File: src/rtl/tick_task_scheduler_table_core_assert.svh
// Assertion macros for the scheduler table core RTL.
`ifndef TICK_TASK_SCHEDULER_TABLE_CORE_ASSERT_SVH
`define TICK_TASK_SCHEDULER_TABLE_CORE_ASSERT_SVH

`ifndef SYNTH
`define TTS_ASSERT(lbl, clk, rst_n, prop, msg) \
    lbl: assert property (@(posedge clk) disable iff (!rst_n) (prop)) else $error(msg);
`define TTS_ASSERT_NEVER(lbl, clk, rst_n, expr, msg) \
    lbl: assert property (@(posedge clk) disable iff (!rst_n) !(expr)) else $error(msg);
`else
`define TTS_ASSERT(lbl, clk, rst_n, prop, msg)
`define TTS_ASSERT_NEVER(lbl, clk, rst_n, expr, msg)
`endif

`endif

File: src/rtl/tts_pkg.sv
`timescale 1ns / 1ps
`default_nettype none

package tts_pkg;

    typedef enum logic [1:0] {
        CMD_ADD  = 2'd0,
        CMD_DEL  = 2'd1,
        CMD_TICK = 2'd2,
        CMD_DISP = 2'd3
    } t_cmd;

    typedef enum logic [1:0] {
        STS_OK    = 2'd0,
        STS_FULL  = 2'd1,
        STS_EMPTY = 2'd2
    } t_status;

    localparam int unsigned HANDLE_W  = 32;
    localparam int unsigned DELAY_W   = 16;
    localparam int unsigned RELOAD_W  = 13;
    localparam int unsigned PENDING_W = 8;
    localparam int unsigned MAX_RUNS  = 8;

    // x / 10 == (x * 52429) >> 19 for every 16-bit x
    localparam logic [31:0] DIV10_MUL   = 32'd52429;
    localparam int unsigned DIV10_SHIFT = 19;

    typedef struct packed {
        logic [HANDLE_W-1:0]  handle;
        logic [DELAY_W-1:0]   delay;
        logic [RELOAD_W-1:0]  reload;
        logic [PENDING_W-1:0] pending;
    } t_slot;

    typedef struct packed {
        t_cmd cmd;
        logic is_target;
        logic add_ok;
        logic disp_ok;
    } t_op_ctl;

    typedef struct packed {
        logic took_add;
        logic hit_del;
        logic fire;
    } t_op_evt;

    function automatic logic [RELOAD_W-1:0] div10(input logic [DELAY_W-1:0] x);
        logic [31:0] p;
        p = 32'(x) * DIV10_MUL;
        return p[DIV10_SHIFT +: RELOAD_W];
    endfunction

endpackage

`default_nettype wire

File: src/rtl/tts_cell.sv
`timescale 1ns / 1ps
`default_nettype none

module tts_cell (
    input  wire           i_clk,
    input  wire           i_rst_n,
    input  wire           i_en,
    input  tts_pkg::t_slot i_slot,
    output tts_pkg::t_slot o_slot
);

    tts_pkg::t_slot r_slot;

    always_ff @(posedge i_clk) begin
        if (!i_rst_n) begin
            r_slot <= '0;
        end else if (i_en) begin
            r_slot <= i_slot;
        end
    end

    assign o_slot = r_slot;

endmodule

`default_nettype wire

File: src/rtl/tts_slot_op.sv
`timescale 1ns / 1ps
`default_nettype none

module tts_slot_op (
    input  tts_pkg::t_slot   i_slot,
    input  tts_pkg::t_op_ctl i_ctl,
    input  tts_pkg::t_slot   i_new,
    output tts_pkg::t_slot   o_slot,
    output tts_pkg::t_op_evt o_evt
);

    logic w_occupied;

    assign w_occupied = (i_slot.handle != '0);

    always_comb begin
        o_slot = i_slot;
        o_evt  = '0;
        case (i_ctl.cmd)
            tts_pkg::CMD_ADD: begin
                if (!w_occupied && i_ctl.add_ok) begin
                    o_evt.took_add = 1'b1;
                    o_slot         = i_new;
                end
            end
            tts_pkg::CMD_DEL: begin
                if (w_occupied && i_ctl.is_target) begin
                    o_evt.hit_del = 1'b1;
                    o_slot        = '0;
                end
            end
            tts_pkg::CMD_TICK: begin
                if (w_occupied) begin
                    if (i_slot.delay == '0) begin
                        if (i_slot.pending != '1) begin
                            o_slot.pending = i_slot.pending + 1'b1;
                        end
                        if (i_slot.reload != '0) begin
                            o_slot.delay = tts_pkg::DELAY_W'(i_slot.reload);
                        end
                    end else begin
                        o_slot.delay = i_slot.delay - 1'b1;
                    end
                end
            end
            tts_pkg::CMD_DISP: begin
                if (i_slot.pending != '0 && i_ctl.disp_ok) begin
                    o_evt.fire     = 1'b1;
                    o_slot.pending = i_slot.pending - 1'b1;
                    // one-shot task leaves the table, remaining runs dropped
                    if (i_slot.reload == '0) begin
                        o_slot = '0;
                    end
                end
            end
            default: begin
                o_slot = i_slot;
            end
        endcase
    end

endmodule

`default_nettype wire

File: src/rtl/tick_task_scheduler_table_core.sv
// Task slot table kept in a ring of SLOT_COUNT cells that rotates past one update unit.
// An accepted beat steps every slot in S_SCAN; S_FINISH then registers its closing beat.
// A new command is taken only in S_IDLE, after the ring has gone round.
// Dispatch runs leave one per firing slot; a push waits while m_axis_tready is low.
// Reset (synchronous, active low) empties every slot and clears the error latch at once.
`timescale 1ns / 1ps
`default_nettype none
`include "tick_task_scheduler_table_core_assert.svh"

module tick_task_scheduler_table_core #(
    parameter int unsigned SLOT_COUNT = 8
) (
    input  wire         i_clk,
    input  wire         i_rst_n,
    input  wire         s_axis_tvalid,
    output logic        s_axis_tready,
    // [31:0] task_handle, [47:32] first_delay, [63:48] period_ms, [66:64] target_slot
    input  wire  [71:0] s_axis_tdata,
    // [1:0] command
    input  wire  [1:0]  s_axis_tuser,
    output logic        m_axis_tvalid,
    input  wire         m_axis_tready,
    // [1:0] status, [5:2] result_slot, [37:6] run_handle, [38] run_task, [40:39] sticky_error
    output logic [47:0] m_axis_tdata,
    output logic        m_axis_tlast
);

    localparam int unsigned IW = (SLOT_COUNT > 1) ? $clog2(SLOT_COUNT) : 1;

    typedef enum logic [1:0] {
        S_IDLE,
        S_SCAN,
        S_FINISH
    } t_state;

    t_state                         r_state;
    tts_pkg::t_cmd                  r_cmd;
    logic [tts_pkg::HANDLE_W-1:0]   r_handle;
    logic [tts_pkg::DELAY_W-1:0]    r_delay;
    logic [tts_pkg::RELOAD_W-1:0]   r_reload;
    logic [2:0]                     r_target;
    logic [IW-1:0]                  r_idx;
    logic [3:0]                     r_n;
    logic                           r_found;
    logic [IW-1:0]                  r_add_slot;
    logic                           r_del_hit;
    logic                           r_hold_valid;
    logic [IW-1:0]                  r_hold_slot;
    logic [tts_pkg::HANDLE_W-1:0]   r_hold_handle;
    tts_pkg::t_status               r_err;

    logic                           r_out_valid;
    tts_pkg::t_status               r_o_status;
    logic [3:0]                     r_o_slot;
    logic [tts_pkg::HANDLE_W-1:0]   r_o_handle;
    logic                           r_o_run;
    logic                           r_o_last;
    tts_pkg::t_status               r_o_sticky;

    logic                           n_out_valid;
    tts_pkg::t_status               n_o_status;
    logic [3:0]                     n_o_slot;
    logic [tts_pkg::HANDLE_W-1:0]   n_o_handle;
    logic                           n_o_run;
    logic                           n_o_last;
    tts_pkg::t_status               n_o_sticky;
    tts_pkg::t_status               n_err;

    tts_pkg::t_slot   w_cell_q [SLOT_COUNT];
    tts_pkg::t_slot   w_cell_d [SLOT_COUNT];
    tts_pkg::t_slot   w_op_slot;
    tts_pkg::t_slot   w_new;
    tts_pkg::t_op_ctl w_ctl;
    tts_pkg::t_op_evt w_evt;
    logic             w_in_acc;
    logic             w_out_free;
    logic             w_push_need;
    logic             w_step;
    logic             w_shift;

    assign s_axis_tready = (r_state == S_IDLE);
    assign w_in_acc      = s_axis_tvalid && s_axis_tready;
    assign w_out_free    = !r_out_valid || m_axis_tready;

    assign w_new = '{handle: r_handle, delay: r_delay, reload: r_reload, pending: '0};

    assign w_ctl.cmd       = r_cmd;
    assign w_ctl.is_target = (32'(r_target) == 32'(r_idx));
    assign w_ctl.add_ok    = !r_found;
    assign w_ctl.disp_ok   = (32'(r_n) < tts_pkg::MAX_RUNS);

    tts_slot_op u_op (
        .i_slot (w_cell_q[0]),
        .i_ctl  (w_ctl),
        .i_new  (w_new),
        .o_slot (w_op_slot),
        .o_evt  (w_evt)
    );

    // a new dispatch hit pushes out the held one, so it needs room at the output
    assign w_push_need = w_evt.fire && r_hold_valid;
    assign w_step      = !w_push_need || w_out_free;
    assign w_shift     = (r_state == S_SCAN) && w_step;

    for (genvar k = 0; k < SLOT_COUNT; k++) begin : g_ring
        if (k == SLOT_COUNT - 1) begin : g_tail
            assign w_cell_d[k] = w_op_slot;
        end else begin : g_body
            assign w_cell_d[k] = w_cell_q[k+1];
        end
        tts_cell u_cell (
            .i_clk   (i_clk),
            .i_rst_n (i_rst_n),
            .i_en    (w_shift),
            .i_slot  (w_cell_d[k]),
            .o_slot  (w_cell_q[k])
        );
    end

    // load the output register with a pushed run or with the closing beat
    always_comb begin
        n_out_valid = r_out_valid && !m_axis_tready;
        n_o_status  = r_o_status;
        n_o_slot    = r_o_slot;
        n_o_handle  = r_o_handle;
        n_o_run     = r_o_run;
        n_o_last    = r_o_last;
        n_o_sticky  = r_o_sticky;
        n_err       = r_err;
        if ((r_state == S_SCAN) && w_step && w_push_need) begin
            n_out_valid = 1'b1;
            n_o_status  = tts_pkg::STS_OK;
            n_o_slot    = 4'(r_hold_slot);
            n_o_handle  = r_hold_handle;
            n_o_run     = 1'b1;
            n_o_last    = 1'b0;
            n_o_sticky  = r_err;
        end else if ((r_state == S_FINISH) && w_out_free) begin
            n_out_valid = 1'b1;
            n_o_status  = tts_pkg::STS_OK;
            n_o_slot    = '0;
            n_o_handle  = '0;
            n_o_run     = 1'b0;
            n_o_last    = 1'b1;
            case (r_cmd)
                tts_pkg::CMD_ADD: begin
                    if (r_found) begin
                        n_o_slot = 4'(r_add_slot);
                    end else begin
                        n_o_status = tts_pkg::STS_FULL;
                        n_o_slot   = 4'(SLOT_COUNT);
                        n_err      = tts_pkg::STS_FULL;
                    end
                end
                tts_pkg::CMD_DEL: begin
                    n_o_slot = 4'(r_target);
                    if (!r_del_hit) begin
                        n_o_status = tts_pkg::STS_EMPTY;
                        n_err      = tts_pkg::STS_EMPTY;
                    end
                end
                tts_pkg::CMD_DISP: begin
                    if (r_hold_valid) begin
                        n_o_slot   = 4'(r_hold_slot);
                        n_o_handle = r_hold_handle;
                        n_o_run    = 1'b1;
                    end
                end
                default: begin
                    n_o_slot = '0;
                end
            endcase
            n_o_sticky = n_err;
        end
    end

    always_ff @(posedge i_clk) begin
        if (!i_rst_n) begin
            r_state      <= S_IDLE;
            r_out_valid  <= 1'b0;
            r_err        <= tts_pkg::STS_OK;
            r_hold_valid <= 1'b0;
            r_found      <= 1'b0;
            r_del_hit    <= 1'b0;
            r_n          <= '0;
            r_idx        <= '0;
        end else begin
            r_out_valid <= n_out_valid;
            r_err       <= n_err;
            r_o_status  <= n_o_status;
            r_o_slot    <= n_o_slot;
            r_o_handle  <= n_o_handle;
            r_o_run     <= n_o_run;
            r_o_last    <= n_o_last;
            r_o_sticky  <= n_o_sticky;
            case (r_state)
                S_IDLE: begin
                    if (w_in_acc) begin
                        r_cmd        <= tts_pkg::t_cmd'(s_axis_tuser);
                        r_handle     <= s_axis_tdata[31:0];
                        r_delay      <= s_axis_tdata[47:32];
                        r_reload     <= tts_pkg::div10(s_axis_tdata[63:48]);
                        r_target     <= s_axis_tdata[66:64];
                        r_idx        <= '0;
                        r_n          <= '0;
                        r_found      <= 1'b0;
                        r_del_hit    <= 1'b0;
                        r_hold_valid <= 1'b0;
                        r_state      <= S_SCAN;
                    end
                end
                S_SCAN: begin
                    if (w_step) begin
                        if (w_evt.took_add) begin
                            r_found    <= 1'b1;
                            r_add_slot <= r_idx;
                        end
                        if (w_evt.hit_del) begin
                            r_del_hit <= 1'b1;
                        end
                        if (w_evt.fire) begin
                            r_hold_valid  <= 1'b1;
                            r_hold_slot   <= r_idx;
                            r_hold_handle <= w_cell_q[0].handle;
                            r_n           <= r_n + 1'b1;
                        end
                        if (r_idx == IW'(SLOT_COUNT - 1)) begin
                            r_state <= S_FINISH;
                        end else begin
                            r_idx <= r_idx + 1'b1;
                        end
                    end
                end
                S_FINISH: begin
                    if (w_out_free) begin
                        r_hold_valid <= 1'b0;
                        r_state      <= S_IDLE;
                    end
                end
                default: begin
                    r_state <= S_IDLE;
                end
            endcase
        end
    end

    assign m_axis_tvalid = r_out_valid;
    assign m_axis_tlast  = r_o_last;
    assign m_axis_tdata  = {7'b0, r_o_sticky, r_o_run, r_o_handle, r_o_slot, r_o_status};

    `TTS_ASSERT(a_run_limit, i_clk, i_rst_n, r_n <= 4'(tts_pkg::MAX_RUNS), "run count overflow")
    `TTS_ASSERT(a_found_add, i_clk, i_rst_n, r_found |-> r_cmd == tts_pkg::CMD_ADD, "stray add")
    `TTS_ASSERT(a_hit_del, i_clk, i_rst_n, r_del_hit |-> r_cmd == tts_pkg::CMD_DEL, "stray delete")
    `TTS_ASSERT(a_out_src, i_clk, i_rst_n, $rose(r_out_valid) |-> $past(r_state) != S_IDLE, "idle beat")
    `TTS_ASSERT_NEVER(a_ready_busy, i_clk, i_rst_n, s_axis_tready && r_hold_valid, "stale hold")

endmodule

`default_nettype wire
File: config.mk
export PLATFORM = sky130hd
export DESIGN_NAME = tick_task_scheduler_table_core
export DESIGN_NICKNAME = d
export VERILOG_FILES = /design/src/rtl/tts_pkg.sv /design/src/rtl/tts_cell.sv /design/src/rtl/tts_slot_op.sv /design/src/rtl/tick_task_scheduler_table_core.sv
export VERILOG_INCLUDE_DIRS = /design/src /design/src/rtl
export SDC_FILE = /design/constraint.sdc
export NUM_CORES = 2
export LEC_CHECK = 0
export ABC_AREA = 1
export CELL_PAD_IN_SITES_DETAIL_PLACEMENT = 0
export CELL_PAD_IN_SITES_GLOBAL_PLACEMENT = 1
export CORE_UTILIZATION = 52
export CTS_BUF_LIST = sky130_fd_sc_hd__clkbuf_8
export DETAILED_ROUTE_END_ITERATION = 8
export DONT_BUFFER_PORTS = 1
export PLACE_DENSITY = 0.95
export SLEW_MARGIN = 20
export SYNTH_ARGS = -nofsm -noshare
export SYNTH_HDL_FRONTEND = slang
export SYNTH_HIERARCHICAL = 1
export SYNTH_SLANG_ARGS = --single-unit
File: constraint.sdc
create_clock -name i_clk -period 10.1 [get_ports i_clk]
set_input_delay 1.515 -clock i_clk [delete_from_list [all_inputs] [get_ports i_clk]]
set_output_delay 1.515 -clock i_clk [all_outputs]
set_load 0.05 [all_outputs]
# [Yosys cells after proc, flatten, opt, wreduce, memory -nomap -nowiden]
# Cells that the tools add are included.
[classes] addsub=5 multipliers=1 order_cmp=1 n_eq_ne=16 muxes=68 n_bitwise=1 n_reduce_logical=37
[op_table] cell="2-to-1 mux 69 bit" n=4
[op_table] cell="2-to-1 mux 32 bit" n=4
[op_table] cell="one-hot mux 32 bit (3 select lines)" n=1
[op_table] cell="one-hot mux 16 bit (4 select lines)" n=1
[op_table] cell="2-to-1 mux 16 bit" n=3
[op_table] cell="one-hot mux 13 bit (3 select lines)" n=1
[op_table] cell="multiplier 16 x 16 -> 32 bit (second input constant)" n=1
[op_table] cell="one-hot mux 8 bit (4 select lines)" n=1
[op_table] cell="nonzero test 32 bit" n=1
[op_table] cell="AND reduction 4 bit" n=7
[op_table] cell="2-to-1 mux 8 bit" n=3
[op_table] cell="2-to-1 mux 1 bit" n=21
[op_table] cell="2-to-1 mux 2 bit" n=10
[op_table] cell="2-to-1 mux 4 bit" n=5
[op_table] cell="logical NOT 16 bit" n=1
[op_table] cell="subtractor 16 x 1 -> 16 bit (second input constant)" n=1
[op_table] cell="2-to-1 mux 3 bit" n=5
[op_table] cell="logical NOT 13 bit" n=1
[op_table] cell="nonzero test 13 bit" n=1
[op_table] cell="one-hot mux 4 bit (3 select lines)" n=1
[op_table] cell="logical AND 1 bit" n=9
[op_table] cell="adder 8 x 1 -> 8 bit (second input constant)" n=1
[op_table] cell="!= test 2 x 1 -> 1 bit (second input constant)" n=4
[op_table] cell="!= test 2 bit (second input constant)" n=4
[op_table] cell="25 further kinds" n=38
[totals] ff_bits=713 output_inout_bits=51 word_cells=184

# [Logic depth before layout (Yosys ltp)]
[logic_depth] ltp_word=11 depth_mapped=23 depth_no_buf=23

# [Modules after synthesis]
# The synthesis kept the hierarchy.
[modules_own_cells] module="tts_cell" instances=8 cells_per_inst=437 area_each_um2=2872.8 seq_area_each_um2=1381.3
[modules_own_cells] module="tick_task_scheduler_table_core" instances=1 cells_per_inst=1073 area_each_um2=10935.5 seq_area_each_um2=4654.5
[modules_own_cells] module="tts_slot_op" instances=1 cells_per_inst=847 area_each_um2=3837.4 seq_area_each_um2=0.0

# [Least setup slack after synthesis]
# No wires, ideal clock.
[synth_path] kind="input to register" startpoint="input port i_rst_n" endpoint="register r_hold_handle[0] in the netlist's numbering, enable pin" arrival_ps=5474 path_slack_ps=4111 stages=3 path_buffers=1 path_cell_list="clkbuf_1 clkinv_1 nor4_1"
[synth_between] elab_chain_len=1
[synth_rtl] element="from (decl)" line="tick_task_scheduler_table_core.sv:14" source="input wire i_rst_n,"
[synth_rtl] element="AND reduction 4 bit (no line)"
[synth_rtl] element="to (signal assigned)" line="tick_task_scheduler_table_core.sv:224" source="r_hold_handle <= w_cell_q[0].handle;"
[synth_rtl] element="to (decl)" line="tick_task_scheduler_table_core.sv:49" source="logic [tts_pkg::HANDLE_W-1:0] r_hold_handle;"
# No other way between the ends.
# A chain may end at the register's enable or synchronous reset.

# [Worst setup path in the final report]
[layout_path] startpoint="input port s_axis_tdata[52]" endpoint="register r_reload[9] in the netlist's numbering (data pin)"
[layout_between] elab_chain_len=1
[layout_rtl] element="from (decl)" line="tick_task_scheduler_table_core.sv:18" source="input wire [71:0] s_axis_tdata,"
[layout_rtl] element="multiplier 16 x 16 -> 32 bit" line="tts_pkg.sv:51" source="p = 32'(x) * DIV10_MUL;"
[layout_rtl] element="to (signal assigned)" line="tick_task_scheduler_table_core.sv:202" source="r_reload <= tts_pkg::div10(s_axis_tdata[63:48]);"
[layout_rtl] element="to (decl)" line="tick_task_scheduler_table_core.sv:40" source="logic [tts_pkg::RELOAD_W-1:0] r_reload;"
# No other way between the ends.

==> key figures <==
Run status
  • Status: completed

Setup path
  • Required @ worst endpoint: roughly 11000 ps
  • Critical path data arrival time: 6070 ps
  • Reg2Reg Depth: 13
  • R2R Setup Slk: between 5000 and 6000 ps
  • Crit-path max cell delay: 590 ps
  • Worst Setup Path Type: in2reg
  • CP cell instances: ha_1 > xor2_1 > ha_1 > fa_1 > inv_1 > fa_1 > inv_1 > fa_1 > inv_1 > fa_1 > inv_1 > ha_1 > nand2_1 > nor3_1 > nand2_1 > nor2_1 > nand2_1 > nand3_1 > nand2_1
  • Worst r2r src: g_ring[0].u_cell/o_slot[0]$_SDFFE_PN0P_
  • Crit start category: primary input
  • R2R Path End: g_ring[6].u_cell/o_slot[63]$_SDFFE_PN0P_
  • CP Capture Type: flip-flop
  • Crit-path slowest cell: fa_1
  • Max Fanout on Critical Path: 6

Worst hold path
  • Hold Crit Class: reg2reg
  • Worst hold start: g_ring[3].u_cell/o_slot[49]$_SDFFE_PN0P_
  • Worst hold stages: 4
  • WHS Endpoint: g_ring[2].u_cell/o_slot[49]$_SDFFE_PN0P_

GRT
  • Antenna violations before repair: 2
  • Largest net degree at the start of global routing: about 560
  • Total grt overflow: 0
  • GRT Resource Usage Total: between 20% and 30%
  • Vias in the first global route: between 20k and 30k
  • Global-route wire length before repair: ~130000 um

Floorplanning
  • Core Footprint: around 72000 um2
  • DIE WIDTH: ~270 um
  • FP Rows: 98
  • Die area: around 74000 um2
  • Io pins: about 130
  • Starting density of the core: between 50 and 60%
  • Die Ht: between 200 and 300 um

Routing
  • DRC violations left: 0
  • Drt initial violations: between 2k and 2.5k
  • Wirelength per Cell: between 10 and 15 um
  • Vias after detailed routing: between 20k and 30k
  • Post-DRT Antenna Nets: 0
  • 1st-pass router iterations: 6
  • Detailed Route WL: 79200 um
  • Vias per inst: 4.58

STA
  • Final Max Slew Viols: 0
  • Tmin final: about 5600 ps
  • Final Setup Violations: 0
  • Setup Skew: 102 ps
  • Fin Hold WS: about 440 ps
  • Worst slew pin tran: roughly 1100 ps
  • FMAX: 179 MHz
  • Hold Violations, Final: 0
  • Relative max-transition margin: 27.0%
  • Final worst path period share: 55.4%
  • Setup_tns: 0 ps
  • RSZ-0062 raised after global routing: no

CTS
  • Post-CTS Hold Fix Bufs: 0
  • Clock latency on the worst-skew pair: between 800 and 900 ps
  • Clk pin slew, worst setup/hold paths: approximately 60 ps
  • Post-CTS Resized: 0
  • Clock Path Buffers: 3
  • Postcts setup bufs: 0
  • CTS tree: built
  • CTS buffer count: 115
  • Clock sink count: 712
  • CTS H-tree lvls: 3
  • Root buf cell: clkbuf_8

Pwr
  • Maximum vdd drop: around 0.15 mV
  • Pleak: ~19 nW
  • Pwr Density: about 250 nW/um2
  • Pwr Total: ~10 mW

Logic synthesis
  • Synth Register Bits: 712
  • Synth top area share: between 30 and 40%
  • Synth Area per Inst: 6.97 um2
  • Top_reg_cell synth: dfxtp_1
  • Synth warn: 6
  • Leading area contributor after synthesis: dfxtp_1
  • Area contributors post-synth: dfxtp_1 (30%), nand2_1 (16%), nor2_1 (13%)
  • Synth Instances: ~5.4k
  • Post-synth EDFFs: 145
  • Synthesized area: about 38000 um2
  • Sequential area share after synthesis: around 42%
  • Library cells used by synthesis: 46
  • Ys async rst share: 0%

Layout
  • P&R area growth vs syn: 4.94%
  • Share of post-route cells with drive strength above 1: 3.96%
  • Nets: 5614
  • Non-filler instance count after layout: between 6k and 7k

Placement
  • Placed cells: between 6k and 7k
  • Gp weighted congestion: around 0.90
  • HPWL after DPL: about 52000 um
  • Buffers on Ports: 0

Job
  • Max-cap check violation count: 0
kinds of logic after synthesis:
group	synth area share (%)
simple gates	32.1
buf+inv	14.5
flops	41.6
fa+ha+maj	8.76
compound gates	2.51
xor+xnor	0.534
other cells	0.00993
critical path, delay by kind of cell:
| kind | cells | cell delay (ps) |
|---|---|---|
| adder cells (fa/ha/maj) | 7 | 3280 |
| AND/OR/NAND/NOR | 7 | 860 |
| buffers and inverters | 4 | 230 |
| XOR/XNOR | 1 | 190 |
placed cells by master (no fill, tap or decap), types with 4 or more instances in the layout:
master	instances
edfxtp_1	145
nand3b_1	19
ha_1	138
a31oi_1	4
dfxtp_1	567
o21bai_1	4
nand2_1	1616
nand4_1	31
inv_1	976
nor2_2	13
inv_2	8
nand3_1	131
nor3_1	9
clkinv_1	11
a21oi_1	35
clkinv_2	10
o211ai_1	41
fa_1	79
buf_4	15
nor2_1	1279
clkinv_16	4
nand2_2	5
conb_1	15
o21ai_0	60
xor2_1	20
clkbuf_8	135
nor2_4	5
registers in the layout, summed over array words and instances, names as in the netlist, 2 cells and up:
signal and cells:
r_add_slot 3, r_hold_slot 3, r_o_handle 32, g_ring.u_cell/o_slot 552, r_reload 13, r_delay 16
r_hold_handle 32, r_cmd 2, r_o_slot 4, r_target 3, r_err 2, r_n 4
r_o_sticky 2, r_handle 32, r_state 2, r_idx 3
metal layers:
metal	vias up	global-route usage, %	share of wire [%]
met4	0	8.23	3.2
met3	128	3.14	3.9
met2	419	36.9	47
met1	12900	27.4	46
li1	15700	-	-
met5	-	0	0
per-stage QoR:
step                      util, %  area (um2)  setup WS (ps)
after floorplan                 -       37800           4110
after global placement       52.0       37300           3780
after detailed placement     52.0       37300           3740
after CTS                    55.3       39600           4540
after global routing         55.3       39600           4220
final                        55.3       39600           4500
cell type report:
type	count	area, um2
antenna	3	7.51
clock buffer	135	1860
clock inverter	72	464
fill	7091	32000
inverter	943	3540
multi-input combinational	3528	16700
sequential	712	15700
tap	950	1190
timing repair buffer	19	200
worst max-delay path by stage:
stage	end	from	cells after the start
after floorplan	r_hold_handle[0]$_DFFE_PP_	i_rst_n	3
after global placement	r_reload[9]$_DFFE_PP_	s_axis_tdata[52]	19
after detailed placement	r_reload[9]$_DFFE_PP_	s_axis_tdata[52]	19
after CTS	r_reload[9]$_DFFE_PP_	s_axis_tdata[52]	19
after global routing	r_reload[11]$_DFFE_PP_	s_axis_tdata[52]	20
final	r_reload[9]$_DFFE_PP_	s_axis_tdata[52]	19
cells in the mapped netlist (2+ instances only):
cell / number
nand2_1: 1616
nor2_1: 1281
inv_1: 934
dfxtp_1: 567
edfxtp_1: 145
ha_1: 138
nand3_1: 131
buf_6: 92
fa_1: 79
buf_2: 74
o21ai_0: 60
buf_4: 58
o211ai_1: 41
a21oi_1: 35
nand4_1: 31
clkbuf_1: 21
xor2_1: 20
nand3b_1: 19
nor2_2: 13
nor3_1: 9
inv_2: 8
nand2_2: 5
a31oi_1: 4
o21bai_1: 4
nor2_4: 3
xnor2_1: 3
a21o_1: 2
a221oi_1: 2
buf_1: 2
o21ai_1: 2
o22ai_1: 2
where the power goes:
group / internal, mW / switching (mW)
registers: 3.43 / 0.341
logic: 1.38 / 2.46
clock network: 1.26 / 1.18
total: 6.08 / 3.98
No activity file was read; power rests on OpenSTA's default activity.
